File: src/design/crc_rd_pkg.sv
`default_nettype none
package crc_rd_pkg;

  localparam logic [31:0] CRC_POLY        = 32'h82F6_3B78;
  localparam logic [31:0] CRC_SEED_RESET  = 32'h0102_0304;
  localparam logic [30:0] MAX_LEN_RESET   = 31'h7FFF_FFFF;

  // configuration register indexes
  localparam logic CFG_CRC_SEED   = 1'b0;
  localparam logic CFG_MAX_LENGTH = 1'b1;

  // result kinds
  localparam logic [2:0] KIND_PAYLOAD  = 3'd0;
  localparam logic [2:0] KIND_GOOD     = 3'd1;
  localparam logic [2:0] KIND_MISMATCH = 3'd2;
  localparam logic [2:0] KIND_BAD_LEN  = 3'd3;
  localparam logic [2:0] KIND_TRUNC    = 3'd4;
  localparam logic [2:0] KIND_END      = 3'd5;

  typedef enum logic [2:0] {
    PH_LEN,
    PH_PAY,
    PH_CRC,
    PH_DEAD,
    PH_DONE
  } phase_t;

  typedef struct packed {
    logic       req_type;
    logic [7:0] data_byte;
  } req_t;

  typedef struct packed {
    logic [2:0]  kind;
    logic [7:0]  payload;
    logic        last_payload;
    logic [30:0] length_seen;
  } res_t;

  // reflected CRC32C, one byte
  function automatic logic [31:0] crc_byte(input logic [31:0] c, input logic [7:0] b);
    logic [31:0] r;
    r = c ^ {24'd0, b};
    for (int i = 0; i < 8; i++) begin
      r = r[0] ? ((r >> 1) ^ CRC_POLY) : (r >> 1);
    end
    return r;
  endfunction

endpackage
`default_nettype wire

File: src/design/crc_rd_core.sv
`default_nettype none
module crc_rd_core
  import crc_rd_pkg::*;
(
  input  wire logic        clk,
  input  wire logic        rst,
  input  wire logic        accept,
  input  wire req_t        req,
  input  wire logic        cfg_we,
  input  wire logic        cfg_index,
  input  wire logic [31:0] cfg_data,
  output logic             res_valid,
  output res_t             res
);

  logic [31:0] crc_seed;
  logic [30:0] max_length;

  phase_t      phase, phase_next;
  logic [30:0] position, position_next;
  logic [31:0] record_length, record_length_next;
  logic [31:0] crc_acc, crc_acc_next;
  logic        mismatch, mismatch_next;

  logic [31:0] len_acc;
  logic [31:0] len_byte;
  logic [30:0] pos_inc;
  logic [31:0] crc_upd;
  logic [31:0] crc_inv;
  logic [7:0]  expect_byte;
  logic        mm;

  always_ff @(posedge clk) begin
    if (rst) begin
      crc_seed   <= CRC_SEED_RESET;
      max_length <= MAX_LEN_RESET;
    end else if (cfg_we) begin
      unique case (cfg_index)
        CFG_CRC_SEED:   crc_seed   <= cfg_data;
        CFG_MAX_LENGTH: max_length <= cfg_data[30:0];
        default:        ;
      endcase
    end
  end

  always_comb begin
    unique case (position[1:0])
      2'd0:    len_byte = {24'd0, req.data_byte};
      2'd1:    len_byte = {16'd0, req.data_byte, 8'd0};
      2'd2:    len_byte = {8'd0, req.data_byte, 16'd0};
      default: len_byte = {req.data_byte, 24'd0};
    endcase
    len_acc = ((position[1:0] == 2'd0) ? 32'd0 : record_length) | len_byte;

    crc_inv = ~crc_acc;
    unique case (position[1:0])
      2'd0:    expect_byte = crc_inv[7:0];
      2'd1:    expect_byte = crc_inv[15:8];
      2'd2:    expect_byte = crc_inv[23:16];
      default: expect_byte = crc_inv[31:24];
    endcase
    mm      = mismatch | (expect_byte != req.data_byte);
    pos_inc = position + 31'd1;
    crc_upd = crc_byte(crc_acc, req.data_byte);
  end

  always_comb begin
    phase_next         = phase;
    position_next      = position;
    record_length_next = record_length;
    crc_acc_next       = crc_acc;
    mismatch_next      = mismatch;
    res_valid          = 1'b0;
    res                = '0;

    if (accept && (phase == PH_LEN || phase == PH_PAY || phase == PH_CRC)) begin
      if (req.req_type) begin
        res_valid = 1'b1;
        if (phase == PH_LEN && position[1:0] == 2'd0) begin
          phase_next = PH_DONE;
          res.kind   = KIND_END;
        end else begin
          // report whatever the length register holds, even a partial prefix
          phase_next      = PH_DEAD;
          res.kind        = KIND_TRUNC;
          res.length_seen = record_length[30:0];
        end
      end else begin
        unique case (phase)
          PH_LEN: begin
            record_length_next = len_acc;
            position_next      = pos_inc;
            if (position[1:0] == 2'd3) begin
              position_next = '0;
              if (len_acc[31] || len_acc[30:0] > max_length) begin
                phase_next      = PH_DEAD;
                res_valid       = 1'b1;
                res.kind        = KIND_BAD_LEN;
                res.length_seen = len_acc[30:0];
              end else begin
                crc_acc_next  = ~crc_seed;
                mismatch_next = 1'b0;
                phase_next    = (len_acc == 32'd0) ? PH_CRC : PH_PAY;
              end
            end
          end
          PH_PAY: begin
            crc_acc_next     = crc_upd;
            position_next    = pos_inc;
            res_valid        = 1'b1;
            res.kind         = KIND_PAYLOAD;
            res.payload      = req.data_byte;
            if ({1'b0, pos_inc} == record_length) begin
              res.last_payload = 1'b1;
              phase_next       = PH_CRC;
              position_next    = '0;
            end
          end
          default: begin
            mismatch_next = mm;
            position_next = pos_inc;
            if (position[1:0] == 2'd3) begin
              position_next   = '0;
              res_valid       = 1'b1;
              res.length_seen = record_length[30:0];
              if (mm) begin
                phase_next = PH_DEAD;
                res.kind   = KIND_MISMATCH;
              end else begin
                phase_next = PH_LEN;
                res.kind   = KIND_GOOD;
              end
            end
          end
        endcase
      end
    end
  end

  always_ff @(posedge clk) begin
    if (rst) begin
      phase         <= PH_LEN;
      position      <= '0;
      record_length <= '0;
      crc_acc       <= '0;
      mismatch      <= 1'b0;
    end else begin
      phase         <= phase_next;
      position      <= position_next;
      record_length <= record_length_next;
      crc_acc       <= crc_acc_next;
      mismatch      <= mismatch_next;
    end
  end

endmodule
`default_nettype wire

File: src/design/crc_rd_outq.sv
`default_nettype none
module crc_rd_outq
  import crc_rd_pkg::*;
(
  input  wire logic clk,
  input  wire logic rst,
  input  wire logic push,
  input  wire res_t push_data,
  output logic      full,
  output logic      out_valid,
  input  wire logic out_ready,
  output res_t      out_res
);

  res_t       head, tail;
  logic [1:0] count;
  logic       pop;

  assign pop       = out_valid && out_ready;
  assign out_valid = (count != 2'd0);
  assign full      = (count == 2'd2);
  assign out_res   = head;

  always_ff @(posedge clk) begin
    if (rst) begin
      count <= 2'd0;
    end else begin
      unique case (count)
        2'd0: if (push) count <= 2'd1;
        2'd1: begin
          if (pop && !push) count <= 2'd0;
          else if (push && !pop) count <= 2'd2;
        end
        default: if (pop) count <= 2'd1;
      endcase
    end
  end

  // hold the head until taken; second slot absorbs one result while stalled
  always_ff @(posedge clk) begin
    unique case (count)
      2'd0: if (push) head <= push_data;
      2'd1: begin
        if (push && pop) head <= push_data;
        else if (push) tail <= push_data;
      end
      default: if (pop) head <= tail;
    endcase
  end

endmodule
`default_nettype wire

File: src/design/crc_record_deframer.sv
// Each result is registered in the result queue's head slot and driven onto out_res.
// One request per cycle while in_ready is high; the byte-wide CRC32C step is combinational.
// A two-entry result queue keeps in_ready high while one result waits on out_ready.
// Reset (rst, synchronous): length phase, CRC seed 0x01020304, max length 0x7FFFFFFF,
// result queue empty.
`default_nettype none
module crc_record_deframer
  import crc_rd_pkg::*;
(
  input  wire logic        clk,
  input  wire logic        rst,
  input  wire logic        in_valid,
  output logic             in_ready,
  input  wire req_t        in_req,
  output logic             out_valid,
  input  wire logic        out_ready,
  output res_t             out_res,
  input  wire logic        cfg_we,
  input  wire logic        cfg_index,
  input  wire logic [31:0] cfg_data
);

  logic accept;
  logic res_valid;
  res_t res;
  logic full;

  assign in_ready = !full;
  assign accept   = in_valid && in_ready;

  crc_rd_core u_core (
    .clk       (clk),
    .rst       (rst),
    .accept    (accept),
    .req       (in_req),
    .cfg_we    (cfg_we),
    .cfg_index (cfg_index),
    .cfg_data  (cfg_data),
    .res_valid (res_valid),
    .res       (res)
  );

  crc_rd_outq u_outq (
    .clk       (clk),
    .rst       (rst),
    .push      (res_valid),
    .push_data (res),
    .full      (full),
    .out_valid (out_valid),
    .out_ready (out_ready),
    .out_res   (out_res)
  );

endmodule
`default_nettype wire

File: config.mk
export PLATFORM = sky130hd
export DESIGN_NAME = crc_record_deframer
export DESIGN_NICKNAME = d
export VERILOG_FILES = /design/src/design/crc_rd_pkg.sv /design/src/design/crc_rd_core.sv /design/src/design/crc_rd_outq.sv /design/src/design/crc_record_deframer.sv
export SDC_FILE = /design/constraint.sdc
export NUM_CORES = 1
export LEC_CHECK = 0
export BUFFER_PORTS_ARGS = -buffer_cell sky130_fd_sc_hd__buf_2
export CAP_MARGIN = 20
export CORE_ASPECT_RATIO = 1.25
export CORE_MARGIN = 2
export CORE_UTILIZATION = 30
export DETAILED_ROUTE_END_ITERATION = 8
export PLACE_DENSITY = 0.42
export RECOVER_POWER = 25
export SLEW_MARGIN = 20
export SYNTH_ARGS = -nofsm -noshare
export SYNTH_HDL_FRONTEND = slang
export SYNTH_SLANG_ARGS = --single-unit
File: constraint.sdc
create_clock -name clk -period 8.45 [get_ports clk]
set_clock_uncertainty 0.2 [all_clocks]
set_input_delay 1.2675 -clock clk [delete_from_list [all_inputs] [get_ports clk]]
set_output_delay 1.2675 -clock clk [all_outputs]
set_load 0.005 [all_outputs]
==> reports/metrics.cfg, run 1 <==
[synthesis]
synth-seq-area-share_pct=42.9
syn_area_um2=13700
ys_ff_latch=250
synth_fp_nets=1598
ys_warn_count=0
synth_cell_types=68
netlist_instances=1514
synth-edff-count=86
async_flop_share_pct=0
synthFlopType=dfxtp_1
avgSynthCellArea_um2=9.02

[clock_tree]
post_cts_buffers=0
cts_tree=built
clock-sinks=250
root_buffer=clkbuf_16
clk_pin_slew_worst_paths_ps=60
cts_made_buffers=29
clock_path_buffers=3
holdBufCountCts=0
cts-htree-levels=1
clk_latency_ps=570
post_cts_resize_count=0

[placement]
place_worst_setup_slack_ps=2200
placed_area_um2=14600
dp.cells=2091
port_buffers=91
dp_hpwl_um=34000
gp_congestion=0.838

[timing]
rsz0062_at_grt=false
period_minus_slack_ps=6290
setup-violations-final=0
hold_violations=0
fin_hold_ws_ps=254
fmax_mhz=159
worst_pin_slew_ps=2790
slew_viol_final=141
final.setup.tns_ps=0
layout_setup_ws_ps=2160
max-slew-margin-rel_pct=-86.1
finalCritPeriodShare_pct=74.5

[die]
dieArea_um2=47300
core_um2=45100
dieHeight_um=243
dieWidth_um=195
num_rows=87
start_util_pct=30.3
io_pins=92

[setup_path]
crit_required_ps=8560
arrival_ps=6400
start_kind=flip-flop
crit_type=reg2reg
crit_fanout=20
cp-end-kind=flip-flop

[pwr]
p_int_mw=2.27
seqPwrFrac_pct=42.6
pwr-share-comb_pct=18.9
power_leakage_nw=5.98
irDropWorstVdd_mv=0.143
p_switching_mw=0.949
powerDensity_nw_per_um2=208
swShare_pct=29.5
clkPwrFrac_pct=38.6

[finish]
drive_gt1_share_pct=12.6
multi_input_area_um2=7130
seq_area_um2=5870
num-nets-final=1629
final_cell_area_um2=15500
layout.cells.non_filler=2146
fill_cells=4694
area_growth_pct=13.5

[grt]
grt_max_degree=79
overflow=0
groute.usage.overall_pct=19.4
grt_pass1_wl_um=70000
antenna_found_initial=1
grt_pass1_vias=10900

[route]
drtIter0Drc=619
wl_um=46300
drc=0
vias_per_cell=5.13
vias=11000
drt_pass1_iterations=5
postRouteAntennaNets=0
wire_per_inst_um=21.6

[run]
drv_cap=4

[run_status]
status=finished, violations left
violations=capacitance limit, slew limit

[min_path]
hold_class=reg2reg

critical path, cell delays in order, from the launching register on:
cell and delay [ps]:
dfxtp_1 400, inv_1 140, ha_1 650, inv_1 570, a22oi_1 590, inv_1 100
ha_1 300, nand4_1 190, nor4_1 870, nand2_1 110, a22oi_1 330, nand3_1 320
o31a_1 440, nor2_1 220, a21oi_4 150, buf_16 210, buf_4 220
power groups by stage:
stage / Combinational [mW] / Sequential (mW) / Clock [mW]
detailed placement: 0.610 / 1.40 / 0
finish: 0.608 / 1.37 / 1.24
CTS: 0.613 / 1.37 / 1.28
global route: 0.669 / 1.38 / 1.32
floorplan: 0.429 / 1.37 / 0
global placement: 0.610 / 1.40 / 0
routing by layer:
metal | vias up | wire length [um] | global-route usage [%]
met4 | 0 | 1730 | 7.25
li1 | 5454 | - | -
met3 | 73 | 1250 | 1.89
met1 | 5292 | 19600 | 23.6
met2 | 198 | 23800 | 35.2
met5 | - | 0 | 0
layout by cell type (no fill, tap or decap), types with 16 or more instances in the layout:
master     synthesis  routed
nand2_1          176     176
o21ai_0           72      72
mux2_2            45      45
nand3_1           31      31
nor3_1            24      24
buf_2             16      73
edfxtp_1          86      86
a211o_1           33      33
ha_1              37      37
clkbuf_1          87      32
buf_4              0      17
xor2_1            36      36
nand4_1           40      40
a211oi_1          48      48
a31oi_1           16      16
nor4_1            16      16
nor2_1           121     120
a22oi_1           18      18
and3_1            51      51
dfxtp_1          164     163
inv_1             73      73
a21oi_1           57      55
xnor2_1          106     106
nor2b_1           21      20
clkbuf_16          0      29
mux2i_1           19      19
kinds of logic after synthesis:
family / Yosys count / synth area share, %
compound gates: 309 / 15.5
xor+xnor: 142 / 9.10
fa+ha+maj: 37 / 3.39
buf+inv: 185 / 5.23
flops: 250 / 42.9
mux: 64 / 5.10
simple gates: 527 / 18.8
state kept, by name (all words and copies together) (netlist names):
name                  flops
u_outq.count              2
u_core.mismatch           1
u_core.crc_seed          32
u_core.max_length        31
u_core.record_length     32
u_core.phase              3
u_core.crc_acc           32
u_outq.tail              43
u_core.position          31
u_outq.out_res           43
final timing paths:
| kind | from | slack [ps] | depth (start not counted) | to |
|---|---|---|---|---|
| worst max-delay path | u_core.position[0]$_SDFFE_PP0P_ | 2160 | 16 | u_outq.out_res[19]$_DFFE_PP_ |
| worst min-delay path | u_core.crc_seed[30]$_SDFFE_PP0P_ | 250 | 2 | u_core.crc_seed[30]$_SDFFE_PP0P_ |
| worst max register to register | u_core.position[0]$_SDFFE_PP0P_ | 2160 | 16 | u_outq.out_res[19]$_DFFE_PP_ |
| worst min register to register | u_core.crc_seed[30]$_SDFFE_PP0P_ | 250 | 2 | u_core.crc_seed[30]$_SDFFE_PP0P_ |
final cells by class:
class                      count  share of cell area (%)
clock buffer                  49                    5.61
timing repair buffer         112                    3.86
sequential                   250                    37.8
inverter                      73                    1.77
multi-input combinational   1079                    46.0
antenna                        1                  0.0161
tap                          578                    4.66
clock inverter                 4                   0.290
metrics by stage:
| step | power [mW] | utilization (%) |
|---|---|---|
| after global placement | 2.01 | 32.4 |
| after floorplan | 1.80 | - |
| after detailed placement | 2.01 | 32.4 |
| after global routing | 3.37 | 34.4 |
| final | 3.22 | 34.4 |
| after CTS | 3.26 | 34.4 |
synth_stat cells, drive strengths merged, types with 21 or more instances:
cell | instances | area, um2
a211o | 33 | 289
a211oi | 49 | 380
a21oi | 59 | 303
and3 | 51 | 319
buf | 25 | 114
clkbuf | 87 | 327
dfxtp | 164 | 3280
edfxtp | 86 | 2580
ha | 37 | 463
inv | 73 | 274
mux2 | 45 | 507
nand2 | 176 | 661
nand3 | 31 | 155
nand4 | 40 | 250
nor2 | 121 | 454
nor2b | 21 | 131
nor3 | 25 | 130
o21ai | 72 | 360
xnor2 | 106 | 928
xor2 | 36 | 315
(Power assumes the default switching activity.)
==> run 2: changes to the inputs <==
- clock period: 8.45 -> 5.9 ns (I/O delays scaled with it)
==> run 2 against run 1 <==
Against the previous run:
- the flow still finishes with violations (capacitance limit, slew limit)
- final cell count grew 0.28%
- hold slack is essentially flat
- worst setup slack lost 1400 ps
- maximum frequency grew 22%
- sequential power grew 44%
- wire length grew 1.5%
- sequential share of layout area shrank 0.46 points
- total power grew 50%
- largest power group unchanged
==> reports/metrics.cfg, run 2 (synthesis results as in run 1) <==
[run_status]
status=finished, violations left
violations=capacitance limit, slew limit

[grt]
grt_pass1_wl_um=70300  ; +0.42%
grt_pass1_vias=11000  ; +1.1%
groute.usage.overall_pct=19.5  ; +0.12 points
overflow=0  ; unchanged
grt_max_degree=93  ; +18%
antenna_found_initial=0  ; -1

[setup_path]
crit_path_cell_trace=ha_1, nor2b_1, a22o_1, ha_1, nand4_1, nor4_1, nand2_1, a22oi_1, nand3_1, buf_4, nand4_1, buf_4, o21ai_0, mux2_2
cp_top_family=simple AND/OR/NAND/NOR gates
cp-end-kind=flip-flop
start_kind=flip-flop
slowest_delay_ps=640  ; -230 ps
regToRegEndpoint=u_outq.out_res[0]$_DFFE_PP_
path_buf_inv=2  ; -3
r2r_cells=14  ; -2
timing.rr.start=u_core.position[0]$_SDFFE_PP0P_
crit_type=reg2reg
crit_required_ps=6020  ; -2540 ps
r2r_slack_ps=760  ; -1400 ps
arrival_ps=5260  ; -1140 ps
crit_slowest_cell=nor4_1
crit_fanout=23  ; +15%

[route]
wire_per_inst_um=21.9  ; +1.2%
drtIter0Drc=668  ; +7.9%
wl_um=47000  ; +1.5%
drc=0  ; unchanged
vias=11100  ; +1.2%
drt_pass1_iterations=5  ; unchanged
vias_per_cell=5.18  ; +0.91%
postRouteAntennaNets=0  ; unchanged

[clock_tree]
clock_path_buffers=3  ; unchanged
clock-sinks=250  ; unchanged
post_cts_resize_count=0  ; unchanged
holdBufCountCts=0  ; unchanged
cts-htree-levels=1  ; unchanged
cts_made_buffers=29  ; unchanged
cts_tree=built
post_cts_buffers=0  ; unchanged
clk_pin_slew_worst_paths_ps=60  ; about the same
clk_latency_ps=560  ; about the same
root_buffer=clkbuf_16

[pwr]
pwr-share-comb_pct=18.1  ; -0.8 points
clkPwrFrac_pct=41.0  ; +2.4 points
power.total_mw=4.81  ; +50%
seqPwrFrac_pct=40.9  ; -1.7 points
p_switching_mw=1.39  ; +46%
irDropWorstVdd_mv=0.199  ; +39%
p_int_mw=3.43  ; +51%
power_leakage_nw=6.08  ; +1.7%
powerDensity_nw_per_um2=307  ; +48%
swShare_pct=28.8  ; -0.68 points

[finish]
multi_input_area_um2=7130  ; about the same
final_cell_mix=nand2_1, dfxtp_1, nor2_1
layout_commonest_cell=nand2_1
fill_cells=4780  ; +1.8%
area_growth_pct=14.9
antenna_cells=0  ; -1
seq_area_um2=5870  ; unchanged
drive_gt1_share_pct=13.8  ; +1.2 points
num-nets-final=1636  ; +0.43%

[placement]
port_buffers=91  ; unchanged
place_worst_setup_slack_ps=694  ; -1510 ps
dp_hpwl_um=34900  ; +2.8%
gp_congestion=0.848  ; +1.3%

[timing]
setup-violations-final=0  ; unchanged
finalCritPeriodShare_pct=87.1  ; +13 points
slew_viol_final=94  ; -33%
layout_setup_ws_ps=760  ; -1400 ps
rsz0062_at_grt=false
hold_violations=0  ; unchanged
fin_hold_ws_ps=253  ; -0.299 ps
fmax_mhz=195  ; +22%
period_minus_slack_ps=5140  ; -1150 ps
final.setup.tns_ps=0  ; unchanged
worst_pin_slew_ps=1630  ; -1170 ps
max-slew-margin-rel_pct=-8.36  ; +78 points

[run]
drv_cap=3  ; -1

[min_path]
hold_class=reg2reg
min_path_cells=2  ; unchanged
hp-start=u_core.crc_seed[30]$_SDFFE_PP0P_
hold_end=u_core.crc_seed[30]$_SDFFE_PP0P_

[die]
io_pins=92  ; unchanged
dieWidth_um=195  ; unchanged
dieArea_um2=47300  ; unchanged
dieHeight_um=243  ; unchanged
start_util_pct=30.3  ; unchanged
num_rows=87  ; unchanged
core_um2=45100  ; unchanged

==> run 2: layer usage <==
layer	part of all wire (%)	track usage, %
met2	52	36.2
met1	42	23.4
met5	0	0
met4	3.0	6.22
met3	3.0	2.14
==> run 2: worst max path at each step <==
stage | startpoint | end | slack, ps | cells after the start
final | u_core.position[0]$_SDFFE_PP0P_ | u_outq.out_res[0]$_DFFE_PP_ | 760 | 14
after global routing | u_core.position[0]$_SDFFE_PP0P_ | u_outq.out_res[0]$_DFFE_PP_ | 440 | 15
after CTS | u_core.position[0]$_SDFFE_PP0P_ | u_outq.out_res[18]$_DFFE_PP_ | 680 | 16
after detailed placement | u_core.position[0]$_SDFFE_PP0P_ | u_outq.out_res[34]$_DFFE_PP_ | 690 | 16
after global placement | u_core.position[0]$_SDFFE_PP0P_ | u_outq.out_res[0]$_DFFE_PP_ | 760 | 14
after floorplan | u_core.position[0]$_SDFFE_PP0P_ | u_outq.out_res[0]$_DFFE_PP_ | 150 | 16
==> run 2: power groups by stage <==
stage	clock network, mW	registers [mW]	logic [mW]
5_1_grt	2.09	1.98	0.964
2_1_floorplan	0	1.97	0.615
3_5_place_dp	0	2.01	0.883
6_report	1.97	1.97	0.873
3_3_place_gp	0	2.01	0.881
4_1_cts	2.02	1.97	0.888
==> run 2: final cells by class <==
type | count | share of cell area [%]
Tap cell | 578 | 4.61
Sequential cell | 250 | 37.4
Multi-Input combinational cell | 1079 | 45.4
Clock buffer | 36 | 5.05
Clock inverter | 17 | 1.55
Inverter | 73 | 1.75
Timing Repair Buffer | 119 | 4.26
==> run 2: stage by stage <==
step	cell area (um2)	cells	util, %
after CTS	15700	2152	34.9
after global routing	15700	2152	34.8
after floorplan	13700	1514	-
final	15700	2152	34.8
after global placement	14700	2099	32.6
after detailed placement	14700	2099	32.6
==> run 2: worst register-to-register path, cell delays in order, from the launching register on <==
cell and delay [ps]:
dfxtp_1 510, ha_1 480, nor2b_1 500, a22o_1 410, ha_1 240, nand4_1 150, nor4_1 640, nand2_1 110
a22oi_1 260, nand3_1 210, buf_4 220, nand4_1 90, buf_4 290, o21ai_0 240, mux2_2 340
==> run 3: changes to the inputs <==
- PLACE_DENSITY: 0.42 -> unset
- SYNTH_HIERARCHICAL: unset -> 1
==> run 3 against run 2 <==
Against the previous run:
- the run still ends with capacitance limit, slew limit left
- hold slack worse by 0.72 ps
- largest cell class unchanged
- register-to-register slack worse by 130 ps
- worst setup slack got worse by 130 ps
- sequential share of layout area shrank 0.32 points
- synthesized cell count rose by 5.4%
- maximum frequency decreased by 2.5%
- clock power decreased by 9%
- die area is 2.5% higher
- clock-buffer cell count fell by 2
- sequential power hardly changed
- wire length shrank 4.5%
- area after synthesis grew 2.6%
- critical endpoint is now u_core/crc_acc[31]$_SDFFE_PP0P_
==> reports/metrics.cfg, run 3 <==
[run_status]
status=finished, violations left
violations=capacitance limit, slew limit

[finish]
antenna_cells=0  ; unchanged
num-nets-final=1708  ; +4.4%
final_cell_area_um2=15800  ; +0.88%
drive_gt1_share_pct=12.2  ; -1.6 points
layout.cells.non_filler=2228  ; +3.5%
fill_cells=4710  ; -1.5%
area_growth_pct=13.0
fin_util_pct=34.3  ; -0.51 points
layout_commonest_cell=nand2_1
final_cell_mix=nand2_1, dfxtp_1, nor2_1

[setup_path]
crit_end=u_core/crc_acc[31]$_SDFFE_PP0P_
start_kind=flip-flop
crit_type=reg2reg
r2r_cells=16  ; +2
slowest_delay_ps=580  ; -60 ps
cp-end-kind=flip-flop
crit_fanout=58  ; +150%
r2r_slack_ps=630  ; -130 ps
regToRegEndpoint=u_core/crc_acc[31]$_SDFFE_PP0P_
timing.rr.start=u_core/position[0]$_SDFFE_PP0P_
arrival_ps=5390  ; +130 ps
crit_slowest_cell=nor2_1
crit_path_cell_trace=ha_1, clkinv_1, nor2_1, a22oi_1, inv_1, ha_1, a21oi_1, o21ai_0, a221oi_1, a311oi_1, o21ai_1, nand2_1, a211oi_4, buf_4, mux2i_1, nor2_1
crit_start=u_core/position[0]$_SDFFE_PP0P_
crit_required_ps=6020  ; about the same

[placement]
port_buffers=91  ; unchanged
gp_congestion=0.929  ; +9.5%
dp.cells=2179  ; +3.8%
placed_area_um2=14900  ; +1.7%
dp_hpwl_um=32700  ; -6.3%

[clock_tree]
post_cts_buffers=0  ; unchanged
post_cts_resize_count=0  ; unchanged
root_buffer=clkbuf_16
clk_pin_slew_worst_paths_ps=60  ; about the same
clock_path_buffers=3  ; unchanged
holdBufCountCts=0  ; unchanged
cts-htree-levels=1  ; unchanged
cts_made_buffers=27  ; -6.9%
cts_tree=built
clock-sinks=250  ; unchanged
clk_latency_ps=570  ; about the same

[pwr]
p_switching_mw=1.32  ; -4.7%
irDropWorstVdd_mv=0.210  ; +5.4%
clkPwrFrac_pct=39.5  ; -1.5 points
swShare_pct=29.0  ; +0.21 points
pwr-share-comb_pct=17.6  ; -0.5 points
powerDensity_nw_per_um2=288  ; -6.2%
p_int_mw=3.23  ; -5.7%
seqPwrFrac_pct=42.9  ; +2.0 points
power_leakage_nw=6.07  ; -0.27%

[route]
drc=0  ; unchanged
drtIter0Drc=1140  ; +71%
vias=12200  ; +9.7%
vias_per_cell=5.49  ; +6.0%
drt_pass1_iterations=5  ; unchanged
wl_um=44900  ; -4.5%
wire_per_inst_um=20.1  ; -7.8%
postRouteAntennaNets=0  ; unchanged

[die]
dieArea_um2=48500  ; +2.5%
num_rows=88  ; +1.1%
dieWidth_um=197  ; +1.3%
io_pins=92  ; unchanged
start_util_pct=30.4  ; +0.063 points
core_um2=46100  ; +2.4%
dieHeight_um=246  ; +1.3%

[timing]
finalCritPeriodShare_pct=89.3  ; +2.2 points
setup-violations-final=0  ; unchanged
fmax_mhz=190  ; -2.5%
final.setup.tns_ps=0  ; unchanged
worst_pin_slew_ps=3490  ; +1870 ps
period_minus_slack_ps=5270  ; +129 ps
rsz0062_at_grt=false
slew_viol_final=151  ; +61%
hold_violations=0  ; unchanged
max-slew-margin-rel_pct=-133  ; -120 points

[synthesis]
synth_fp_nets=1680  ; +5.1%
yosysTopAreaCell=dfxtp_1
syn_area_um2=14000  ; +2.6%
async_flop_share_pct=0  ; unchanged
synth-seq-area-share_pct=41.9  ; -1.1 points
netlist_instances=1595  ; +5.4%
synth_cell_types=75  ; +10%
synth_area_leaders=dfxtp_1, edfxtp_1, nand2_1
yosysTopAreaCellShare_pct=23.4  ; -0.61 points
synth-edff-count=86  ; unchanged
ys_warn_count=6  ; +6
synth_most_common_cell=nand2_1
synthFlopType=dfxtp_1
synth_common_cells=nand2_1, dfxtp_1, nor2_1
avgSynthCellArea_um2=8.79  ; -2.6%
ys_ff_latch=250  ; unchanged

[grt]
grt_pass1_vias=11800  ; +7.0%
overflow=0  ; unchanged
grt_max_degree=73  ; -22%
antenna_found_initial=2  ; +2
grt_pass1_wl_um=69000  ; -1.9%
groute.usage.overall_pct=18.4  ; -1.1 points

[min_path]
min_path_cells=2  ; unchanged
hold_class=reg2reg

[run]
drv_cap=3  ; unchanged

==> run 3: cell count changes after synthesis, sizes merged, moves of 7 or more <==
cell	delta
clkbuf	+7
mux2i	+8
xnor2	-17
nand3	+69
xor2	+10
nand2b	+9
and3	-33
nand2	+35
o21ai	+8
a211o	-32
nor2b	-18
nand3b	-9
==> run 3: per-stage QoR <==
step	hold slack [ps]	power (mW)	worst slack, ps
finish	253	4.55	630
global route	274	4.74	341
CTS	255	4.59	734
detailed placement	246	2.78	746
global placement	243	2.77	835
floorplan	233	2.53	939
==> run 3: worst max-delay path: cells and delay by family, from the launching register on <==
family / cells / cell delay (ps)
simple gates: 3 / 850
flops: 1 / 530
fa+ha+maj: 2 / 460
mux: 1 / 260
buf+inv: 3 / 1000
compound gates: 7 / 1680
==> run 3: logic make-up (layout without fill, tap and decap cells) <==
family          Yosys count  in the layout  synth area share, %
mux                      72             72                 5.54
compound gates          323            323                 15.4
simple gates            583            583                 19.8
xor+xnor                135            135                 8.54
flops                   250            250                 41.9
fa+ha+maj                38             38                 3.39
buf+inv                 194            242                 5.51
==> run 3: layout make-up <==
type / count / area (um2) / area share (%)
Inverter: 80 / 300 / 1.90
Tap cell: 585 / 732 / 4.62
Sequential cell: 250 / 5870 / 37.0
Clock inverter: 15 / 179 / 1.13
Multi-Input combinational cell: 1151 / 7420 / 46.8
Clock buffer: 34 / 764 / 4.83
Timing Repair Buffer: 113 / 577 / 3.64
==> run 3: power groups by stage <==
stage	Combinational [mW]	Sequential [mW]	Clock [mW]
6_report	0.801	1.95	1.80
5_1_grt	0.879	1.96	1.91
4_1_cts	0.802	1.95	1.84
3_5_place_dp	0.796	1.99	0
3_3_place_gp	0.787	1.99	0
2_1_floorplan	0.576	1.96	0
==> run 3: how the worst min path moves through the flow <==
stage | startpoint | endpoint | slack (ps)
floorplan | u_core/crc_seed[25]$_SDFFE_PP0P_ | u_core/crc_seed[25]$_SDFFE_PP0P_ | 230
global placement | u_core/crc_seed[25]$_SDFFE_PP0P_ | u_core/crc_seed[25]$_SDFFE_PP0P_ | 240
detailed placement | u_core/crc_seed[28]$_SDFFE_PP0P_ | u_core/crc_seed[28]$_SDFFE_PP0P_ | 250
CTS | u_core/crc_seed[28]$_SDFFE_PP0P_ | u_core/crc_seed[28]$_SDFFE_PP0P_ | 250
global route | u_core/crc_seed[28]$_SDFFE_PP0P_ | u_core/crc_seed[28]$_SDFFE_PP0P_ | 270
finish | u_core/crc_seed[28]$_SDFFE_PP0P_ | u_core/crc_seed[28]$_SDFFE_PP0P_ | 250
==> run 3: routing by layer <==
metal | GRT usage, % | wire length, um | up-vias
li1 | - | - | 5773
met1 | 22.5 | 18500 | 5922
met2 | 30.3 | 20800 | 397
met3 | 2.30 | 2360 | 138
met4 | 11.9 | 3190 | 0
met5 | 0 | 0 | -
